### config.mk
export PLATFORM = sky130hd
export DESIGN_NAME = rclt_merge
export DESIGN_NICKNAME = d
export VERILOG_FILES = /design/src/rtl/rclt_pkg.sv /design/src/rtl/rclt_merge.sv
export SDC_FILE = /design/constraint.sdc
export NUM_CORES = 1
export LEC_CHECK = 0
export ABC_CLOCK_PERIOD_IN_PS = 10000
export BUFFER_PORTS_ARGS = -buffer_cell sky130_fd_sc_hd__buf_2
export CORE_MARGIN = 2
export CORE_UTILIZATION = 54
export DETAILED_ROUTE_END_ITERATION = 10
export PLACE_DENSITY_LB_ADDON = 0.15
export SLEW_MARGIN = 20
export SYNTH_ARGS = -nofsm -noshare
export SYNTH_HDL_FRONTEND = slang
export SYNTH_SLANG_ARGS = --single-unit
### constraint.sdc
create_clock -name vclk -period 10
set_input_delay 0.5 -clock vclk [all_inputs]
set_output_delay 0.5 -clock vclk [all_outputs]
set_load 0.02 [all_outputs]
### src/rtl/rclt_pkg.sv
package rclt_pkg;

   // row geometry
   localparam int CELLS = 1024;
   localparam int IDX_W = $clog2(CELLS);

   // field widths
   localparam int POS_W  = 11;
   localparam int STEP_W = 11;
   localparam int LEN_W  = IDX_W + 1;
   localparam int CMP_W  = (LEN_W > POS_W) ? LEN_W : POS_W;
   localparam int CNT_W  = IDX_W + 1;

   // reset value of the target length register
   localparam logic [POS_W-1:0] TARGET_RESET = POS_W'(1);

   typedef logic [IDX_W-1:0] idx_type;
   typedef logic [CNT_W-1:0] cnt_type;

   typedef enum logic [2:0] {
      ST_CLEAR,
      ST_IDLE,
      ST_READ,
      ST_MERGE,
      ST_REPLY
   } state_type;

endpackage

### src/rtl/rclt_merge.sv
module rclt_merge (
   input  rclt_pkg::idx_type          pos_idx,
   input  logic                       set_left,
   input  logic                       set_right,
   input  rclt_pkg::idx_type          end_left,
   input  rclt_pkg::idx_type          end_right,
   input  logic [rclt_pkg::POS_W-1:0] target_length,
   input  rclt_pkg::cnt_type          count_cur,
   output rclt_pkg::idx_type          run_lo,
   output rclt_pkg::idx_type          run_hi,
   output rclt_pkg::cnt_type          count_next
);
   import rclt_pkg::*;

   idx_type          lo;
   idx_type          hi;
   logic [CMP_W-1:0] tgt;
   logic [CMP_W-1:0] len_left;
   logic [CMP_W-1:0] len_right;
   logic [CMP_W-1:0] len_new;
   cnt_type          cnt_a;
   cnt_type          cnt_b;

   // find the ends of the joined run
   always_comb begin
      lo = set_left  ? end_left  : pos_idx;
      hi = set_right ? end_right : pos_idx;
   end

   // lengths of the old neighbour runs and the new run
   always_comb begin
      tgt       = CMP_W'(target_length);
      len_left  = CMP_W'(pos_idx - lo);
      len_right = CMP_W'(hi - pos_idx);
      len_new   = CMP_W'({1'b0, hi} - {1'b0, lo} + LEN_W'(1));
   end

   // drop absorbed runs, never below zero, then add the new one
   always_comb begin
      cnt_a = count_cur;
      if (set_left && (len_left == tgt) && (cnt_a != '0)) begin
         cnt_a = cnt_a - CNT_W'(1);
      end
      cnt_b = cnt_a;
      if (set_right && (len_right == tgt) && (cnt_b != '0)) begin
         cnt_b = cnt_b - CNT_W'(1);
      end
      count_next = cnt_b;
      if (len_new == tgt) begin
         count_next = cnt_b + CNT_W'(1);
      end
   end

   assign run_lo = lo;
   assign run_hi = hi;

endmodule

==> impl_metrics.csv, run 1 <==
group,metric,value,unit
placement,post-dp-hpwl,8.20,mm
min_path,min_path_type,"input pin to output pin",
drt,first_iter_violations,202,
sta,finalHoldViolCount,0,
cells_and_area,seq_cells,0,
sta,holdWs,1.45,ns
setup_path,cpMostUsedCell,"ha_1",
clock_network,ctsHoldBuffers,0,
clock_network,cts-resized-gates,0,
placement,dpl_worst_slack,3.24,ns
sta,tightest_slew,0.789,ns
clock_network,cts_setup_buffers,0,
sta,fin_ws,3.19,ns
cells_and_area,stdcell_area,3620,µm²
sta,min_period,6.81,ns
drt,finalWirelength,9.47,mm
global_route,gr-usage-met2,0.520,
setup_path,cp.arrival,6.31,ns
logic_synthesis,synthCells,451,
global_route,met3_usage,0.0169,
global_route,use_met1,0.388,
global_route,antenna_found_initial,0,
floorplanning,start_util,0.566,
logic_synthesis,syn_nets,550,
global_route,grt.busiest_layer,"met2",
logic_synthesis,yosysWarnings,0,
logic_synthesis,avgSynthCellArea,6.99,µm²
floorplanning,row_count,27,
power_and_ir_drop,max-vdd-ir-drop,0.0552,mV
global_route,grt_use_total,0.294,
logic_synthesis,yosys.cell_types.count,58,
logic_synthesis,synth_compound_area_frac,0.277,
floorplanning,core_area,5570,µm²
drt,dr_total_vias,3645,
power_and_ir_drop,power,0.264,mW
sta,fmax,0.147,GHz
drt,ant_nets,0,
setup_path,path_cells,"buf_2 -> nand2_1 -> o21a_1 -> inv_1 -> ha_1 -> fa_1 -> nor2b_4 -> o21a_1 -> or3_4 -> a2111oi_4 -> nand4_1 -> nor3_1 -> o21ai_0 -> ha_1 -> o211a_1 -> a31oi_1 -> mux2i_1 -> ha_1 -> and2_1 -> nand4_1 -> nor4b_1 -> xnor2_1 -> buf_2",
setup_path,critPathSlowestCell,"nor3_1",
setup_path,cp-start-kind,"input pin",
placement,port_buffers,85,
setup_path,required,9.50,ns
sta,setup_viol,0,
sta,slew_viol_final,0,
status,status,"finished clean",
setup_path,crit_fanout,21,
global_route,grt_pass1_wl,15.5,mm
cells_and_area,drive_gt1_frac,0.179,
cells_and_area,area_delta_synth_final,14.9,%
global_route,grt_max_degree,22,
setup_path,crit_family,"simple AND/OR/NAND/NOR gates",
logic_synthesis,synth-xor-area-share,0.180,
logic_synthesis,syn_area,3150,µm²
logic_synthesis,yosys.area_share.simple,0.280,
cells_and_area,diodes,0,
floorplanning,fp.dieW,80.4,µm
logic_synthesis,synth_seq_area_share,0,
cells_and_area,nClkBuffers,0,
global_route,grt_pass1_vias,3345,
floorplanning,die-area,6470,µm²
logic_synthesis,muxShareOfSynthArea,0.0230,
drt,drtPass1Iterations,5,
sta,fin_tns_setup,0,ns
sta,maxSlewHeadroom,0.470,
cells_and_area,finalNetCount,626,
setup_path,cpPeakStageDelay,0.74,ns
setup_path,critPathBufInv,3,
global_route,gr-total-overflow,0,
logic_synthesis,yosys.area_share.adder,0.186,
cells_and_area,fill_cells,534,
drt,drc,0,
placement,placed_area,3620,µm²
setup_path,path_class,"input pin to output pin",
floorplanning,io-pin-count,85,
cells_and_area,ff_latch_area,0,µm²
placement,gp_congestion,0.938,
sta,final.period_utilization,0.681,
drt,wl_per_cell,15.9,µm
setup_path,end_kind,"output pin",
flow_run,cap_violations,0,
floorplanning,die_y,80.4,µm
power_and_ir_drop,leakage,1.66,nW
logic_synthesis,synth_top_family_by_area,"simple AND/OR/NAND/NOR gates",
drt,routed_via_density,6.11,
power_and_ir_drop,pwr_density_cell,72.8,nW/µm²
sta,rsz0062_at_grt,"false",
where the power goes:
group          switching, mW  internal (mW)  leakage (nW)
Sequential                 0              0             0
Combinational          0.154          0.110          1.66
Clock                      0              0             0
Total                  0.154          0.110          1.66
cells in the mapped netlist (6+ instances only):
master | instances | area [µm²]
nand2_1 | 44 | 165
ha_1 | 42 | 526
xnor2_1 | 42 | 368
inv_1 | 33 | 124
o21ai_0 | 27 | 135
a21oi_1 | 25 | 125
nor2_1 | 24 | 90.1
xor2_1 | 23 | 201
o21a_1 | 18 | 135
nand3_1 | 17 | 85.1
a21o_1 | 12 | 90.1
nor3_1 | 12 | 60.1
clkbuf_1 | 10 | 37.5
nand2b_1 | 8 | 50.1
nor4_1 | 8 | 50.1
a31oi_1 | 7 | 43.8
a211oi_1 | 6 | 45.0
through the flow:
step,util,std cells
3_5_place_dp,0.650,597
4_1_cts,0.650,597
6_report,0.650,597
3_3_place_gp,0.650,597
2_1_floorplan,-,451
5_1_grt,0.650,597
path summary, 6_finish.rpt:
kind               startpoint  slack (ns)        endpoint  cells after the start
hold / removal    end_left[4]        1.45       run_lo[4]                      5
setup / recovery     set_left        3.19  count_next[10]                     23
area by class of cell:
class	count	area [µm²]	area share
Multi-Input combinational cell	407	2990	0.824
Timing Repair Buffer	85	425	0.117
Inverter	33	124	0.0342
Tap cell	72	90.1	0.0249
kinds of logic after synthesis:
family                   Yosys count
buffers and inverters             44
XOR/XNOR                          65
adder cells (fa/ha/maj)           45
AND/OR/NAND/NOR                  162
multiplexers                       7
AO/OA/AOI/OAI                    128
per-layer routing:
layer	vias up	routed length, µm
met2	139	4400
met1	1667	4230
met4	0	263
met5	-	0
li1	1820	-
met3	19	571
cells in the final DEF (no fill, tap or decap), drive strengths merged, types with 3 or more instances in the layout:
master / instances
ha: 42
o21a: 18
nor2b: 5
a31oi: 7
xor2: 23
or4: 4
buf: 85
nor3: 12
o21ai: 29
o21bai: 3
nand4b: 5
a2111oi: 4
inv: 33
nand2: 44
nand4: 4
a21o: 12
nand3: 17
nor4b: 3
o31a: 3
nor2: 24
fa: 3
or3: 6
and3: 5
a211oi: 6
o31ai: 3
xnor2: 42
nor4: 8
mux2i: 5
nand2b: 8
and4: 3
o2111ai: 5
a21oi: 25
Power figures use the tool's default switching activity.
==> inputs of run 2 (changes only) <==
- ABC_CLOCK_PERIOD_IN_PS: 10000 -> 6100
- CORE_UTILIZATION: 54 -> 51
- clock period: 10 -> 6.1 ns (I/O delays scaled with it)
==> impl_metrics.csv, run 2 (synthesis results as in run 1) <==
group,metric,value,unit
floorplanning,row_count,28,
placement,gp_congestion,0.975,
setup_path,path_class,"input pin to output pin",
setup_path,end_kind,"output pin",
sta,slew_viol_final,0,
drt,met2_length,4.22,mm
setup_path,cp-start-kind,"input pin",
floorplanning,die_y,82.6,µm
drt,drc,0,
drt,routed_via_density,5.97,
setup_path,required,5.79,ns
sta,holdWs,1.06,ns
global_route,grt_use_total,0.279,
sta,maxSlewHeadroom,0.580,
placement,dp.cells,604,
global_route,gr-total-overflow,0,
drt,ant_nets,0,
drt,first_iter_violations,193,
drt,wl_per_cell,15.8,µm
cells_and_area,multi_input_area,3000,µm²
sta,fin_tns_setup,0,ns
floorplanning,die-area,6830,µm²
power_and_ir_drop,pwr_density_cell,118,nW/µm²
floorplanning,fp.dieW,82.6,µm
cells_and_area,ff_latch_area,0,µm²
min_path,min_path_type,"input pin to output pin",
setup_path,crit_fanout,21,
power_and_ir_drop,power,0.432,mW
sta,finalHoldViolCount,0,
floorplanning,io-pin-count,85,
cells_and_area,drive_gt1_frac,0.191,
global_route,grt_max_degree,22,
drt,highest_layer,"met4",
global_route,grt_pass1_vias,3139,
drt,drt-met1-wl,4.54,mm
status,status,"finished clean",
cells_and_area,nClkBuffers,0,
power_and_ir_drop,max-vdd-ir-drop,0.0876,mV
drt,drtPass1Iterations,4,
sta,final.period_utilization,0.912,
cells_and_area,utilization,0.616,
setup_path,cp.arrival,5.26,ns
cells_and_area,finalNetCount,630,
sta,min_period,5.56,ns
placement,post-dp-hpwl,8.45,mm
sta,tightest_slew,0.626,ns
global_route,grt_pass1_wl,14.8,mm
sta,rsz0062_at_grt,"false",
flow_run,cap_violations,0,
cells_and_area,final_cell_count_no_fill,604,
floorplanning,core_area,5960,µm²
cells_and_area,final_cell_mix,"buf_2 (85), nand2_1 (44), xnor2_1 (42), ha_1 (41), inv_1 (33)",
cells_and_area,diodes,0,
cells_and_area,fill_cells,617,
sta,setup_viol,0,
drt,dr_total_vias,3607,
cells_and_area,layout_commonest_cell,"buf_2",
cells_and_area,area_delta_synth_final,16.3,%
placement,port_buffers,85,
cells_and_area,seq_cells,0,
power_and_ir_drop,leakage,1.68,nW
clock_network,cts_setup_buffers,0,
drt,wl_met3,608,µm
drt,finalWirelength,9.56,mm
floorplanning,start_util,0.530,
global_route,antenna_found_initial,0,
sta,fmax,0.180,GHz
==> run 2: changes by cell type in the layout (fill, tap and decap cells not counted) <==
cell     change
a31oi_1      -1
a31oi_2      +1
buf_4        +4
ha_1         -1
ha_2         +1
or2_1        -1
or2_4        +1
==> run 2: final cells by class <==
cell class                      instances  area share
Multi-Input combinational cell        407       0.817
Inverter                               33      0.0338
Timing Repair Buffer                   89       0.124
Tap cell                               75      0.0256
==> run 2: report_power, final <==
| group | total (mW) | switching (mW) | internal [mW] | leakage, nW |
|---|---|---|---|---|
| combinational | 0.432 | 0.251 | 0.182 | 1.68 |
| sequential | 0 | 0 | 0 | 0 |
| clock | 0 | 0 | 0 | 0 |
==> run 2: worst max-delay path, cell delays in order <==
cell       delay [ns]
buf_2            0.32
nand2_1          0.09
o21a_1           0.14
inv_1            0.07
ha_1             0.19
fa_1             0.26
nor2b_4          0.07
o21a_1           0.18
or3_4            0.37
a2111oi_4        0.38
nand4_1          0.16
nor3_1           0.15
buf_4            0.18
xnor2_1          0.19
ha_1             0.23
o211a_1          0.25
a31oi_2          0.16
xnor2_1          0.28
ha_1             0.19
and2_1           0.18
nand4_1          0.18
nor4b_1          0.38
xnor2_1          0.16
buf_2            0.18
==> run 2: routing by layer <==
| metal | vias to the layer above | global-route usage |
|---|---|---|
| met3 | 20 | 0.0141 |
| li1 | 1833 | - |
| met2 | 112 | 0.460 |
| met1 | 1642 | 0.401 |
| met5 | - | 0 |
| met4 | 0 | 0.0574 |
==> run 2: what timing repair did <==
action,CTS,global route
gates resized for setup,0,3
endpoints found under the setup margin,0,2
hold buffers,0,0
==> run 2: path summary, 6_finish.rpt <==
kind	slack, ns	cells past startpoint	end	startpoint
max	0.54	24	count_next[10]	set_left
min	1.06	5	run_lo[9]	end_left[9]
==> run 2: stage by stage <==
step	instance area, µm²	setup slack (ns)
after CTS	3660	0.492
after detailed placement	3660	0.498
after global routing	3670	0.0881
after floorplan	3150	0.491
after global placement	3660	0.712
final	3670	0.537
==> inputs of run 3 (changes only) <==
- ABC_CLOCK_PERIOD_IN_PS: 6100 -> 7100
- CORE_UTILIZATION: 51 -> 54
- clock period: 6.1 -> 7.1 ns (I/O delays scaled with it)
==> impl_metrics.csv, run 3 (synthesis results as in run 1) <==
group,metric,value,unit
floorplanning,core_area,5570,µm²
global_route,antenna_found_initial,0,
sta,maxSlewHeadroom,0.625,
drt,drc,0,
clock_network,ctsHoldBuffers,0,
power_and_ir_drop,pwr-share-seq,0,
min_path,hold_end,"run_lo[4]",
floorplanning,start_util,0.566,
global_route,grt_pass1_wl,15.4,mm
drt,dr_total_vias,3648,
setup_path,required,6.74,ns
sta,final.period_utilization,0.887,
sta,finalHoldViolCount,0,
power_and_ir_drop,switching_share,0.585,
cells_and_area,stdcell_area,3630,µm²
drt,ant_nets,0,
power_and_ir_drop,p_switching,0.218,mW
global_route,grt_max_degree,22,
drt,drtPass1Iterations,5,
cells_and_area,drive_gt1_frac,0.181,
power_and_ir_drop,leakage,1.66,nW
floorplanning,die_y,80.4,µm
global_route,grt_use_total,0.292,
drt,first_iter_violations,243,
power_and_ir_drop,intPower,0.154,mW
sta,fin_tns_setup,0,ns
cells_and_area,ff_latch_area,0,µm²
setup_path,crit_family,"simple AND/OR/NAND/NOR gates",
floorplanning,die-area,6470,µm²
sta,slew_viol_final,0,
setup_path,crit_fanout,21,
power_and_ir_drop,pwr_density_cell,103,nW/µm²
global_route,gr-total-overflow,0,
setup_path,cpMostUsedCell,"ha_1",
sta,rsz0062_at_grt,"false",
min_path,min_path_cells,5,
drt,routed_via_density,6.11,
min_path,min_path_type,"input pin to output pin",
setup_path,path_cells,"buf_2 -> nand2_1 -> o21a_1 -> inv_1 -> ha_1 -> fa_1 -> nor2b_4 -> o21a_1 -> or3_4 -> a2111oi_4 -> nand4_1 -> nor3_2 -> o21ai_0 -> ha_1 -> o211a_1 -> a31oi_1 -> mux2i_1 -> ha_1 -> and2_1 -> nand4_1 -> nor4b_1 -> xnor2_1 -> buf_2",
setup_path,critPathSlowestCell,"nor3_2",
cells_and_area,area_delta_synth_final,15.1,%
cells_and_area,final_cell_count_no_fill,597,
flow_run,cap_violations,0,
placement,gp_congestion,0.938,
power_and_ir_drop,clockPowerShare,0,
setup_path,cpPeakStageDelay,0.52,ns
cells_and_area,nClkBuffers,0,
setup_path,critPathBufInv,3,
sta,fmax,0.159,GHz
setup_path,cp.arrival,5.94,ns
cells_and_area,diodes,0,
placement,port_buffers,85,
placement,placed_area,3620,µm²
status,status,"finished clean",
cells_and_area,layout_commonest_cell,"buf_2",
cells_and_area,finalNetCount,626,
cells_and_area,final_cell_mix,"buf_2 (85), nand2_1 (44), xnor2_1 (42), ha_1 (42), inv_1 (33)",
cells_and_area,utilization,0.651,
global_route,grt_pass1_vias,3357,
drt,wl_per_cell,15.9,µm
sta,min_period,6.29,ns
power_and_ir_drop,combPwrFrac,1.000,
sta,setup_viol,0,
power_and_ir_drop,power,0.372,mW
placement,dp.cells,597,
setup_path,cp-start-kind,"input pin",
setup_path,path_class,"input pin to output pin",
placement,post-dp-hpwl,8.16,mm
floorplanning,io-pin-count,85,
sta,tightest_slew,0.546,ns
cells_and_area,seq_cells,0,
floorplanning,fp.dieW,80.4,µm
floorplanning,row_count,27,
power_and_ir_drop,max-vdd-ir-drop,0.0751,mV
drt,finalWirelength,9.49,mm
min_path,min_from,"end_left[4]",
setup_path,end_kind,"output pin",
run 3: power by group through the flow:
stage	clock, mW	sequential, mW	combinational [mW]
after global placement	0	0	0.357
after floorplan	0	0	0.277
after global routing	0	0	0.411
after detailed placement	0	0	0.367
final	0	0	0.372
after CTS	0	0	0.368
run 3: layout make-up:
cell class,count,area (µm²)
tap,72,90.1
timing repair buffer,85,425
fill,521,1940
multi-input combinational,407,2990
inverter,33,124
run 3: layer usage:
metal | track usage | routed length [µm] | vias to the layer above
li1 | - | - | 1816
met4 | 0.0593 | 210 | 0
met1 | 0.385 | 4210 | 1664
met2 | 0.522 | 4450 | 151
met5 | 0 | 0 | -
met3 | 0.0146 | 613 | 17
run 3: timing repair:
item / 4_1_cts / 5_1_grt
resized for setup: 0 / 1
buffers inserted: 0 / 0
setup endpoints to repair: 0 / 1
run 3: worst max-delay path by stage:
stage / start / endpoint / slack, ns / depth (start not counted)
after floorplan: set_left / count_next[10] / 1.39 / 23
after global placement: set_left / count_next[8] / 0.94 / 23
after detailed placement: set_left / count_next[10] / 0.61 / 23
after CTS: set_left / count_next[10] / 0.59 / 23
after global routing: set_left / count_next[10] / 0.24 / 23
final: set_left / count_next[10] / 0.81 / 23
run 3: through the flow:
step / hold WS (ns) / worst slack [ns]
6_report: 1.16 / 0.805
2_1_floorplan: 0.982 / 1.39
5_1_grt: 1.20 / 0.237
3_5_place_dp: 1.15 / 0.608
3_3_place_gp: 1.16 / 0.935
4_1_cts: 1.16 / 0.591
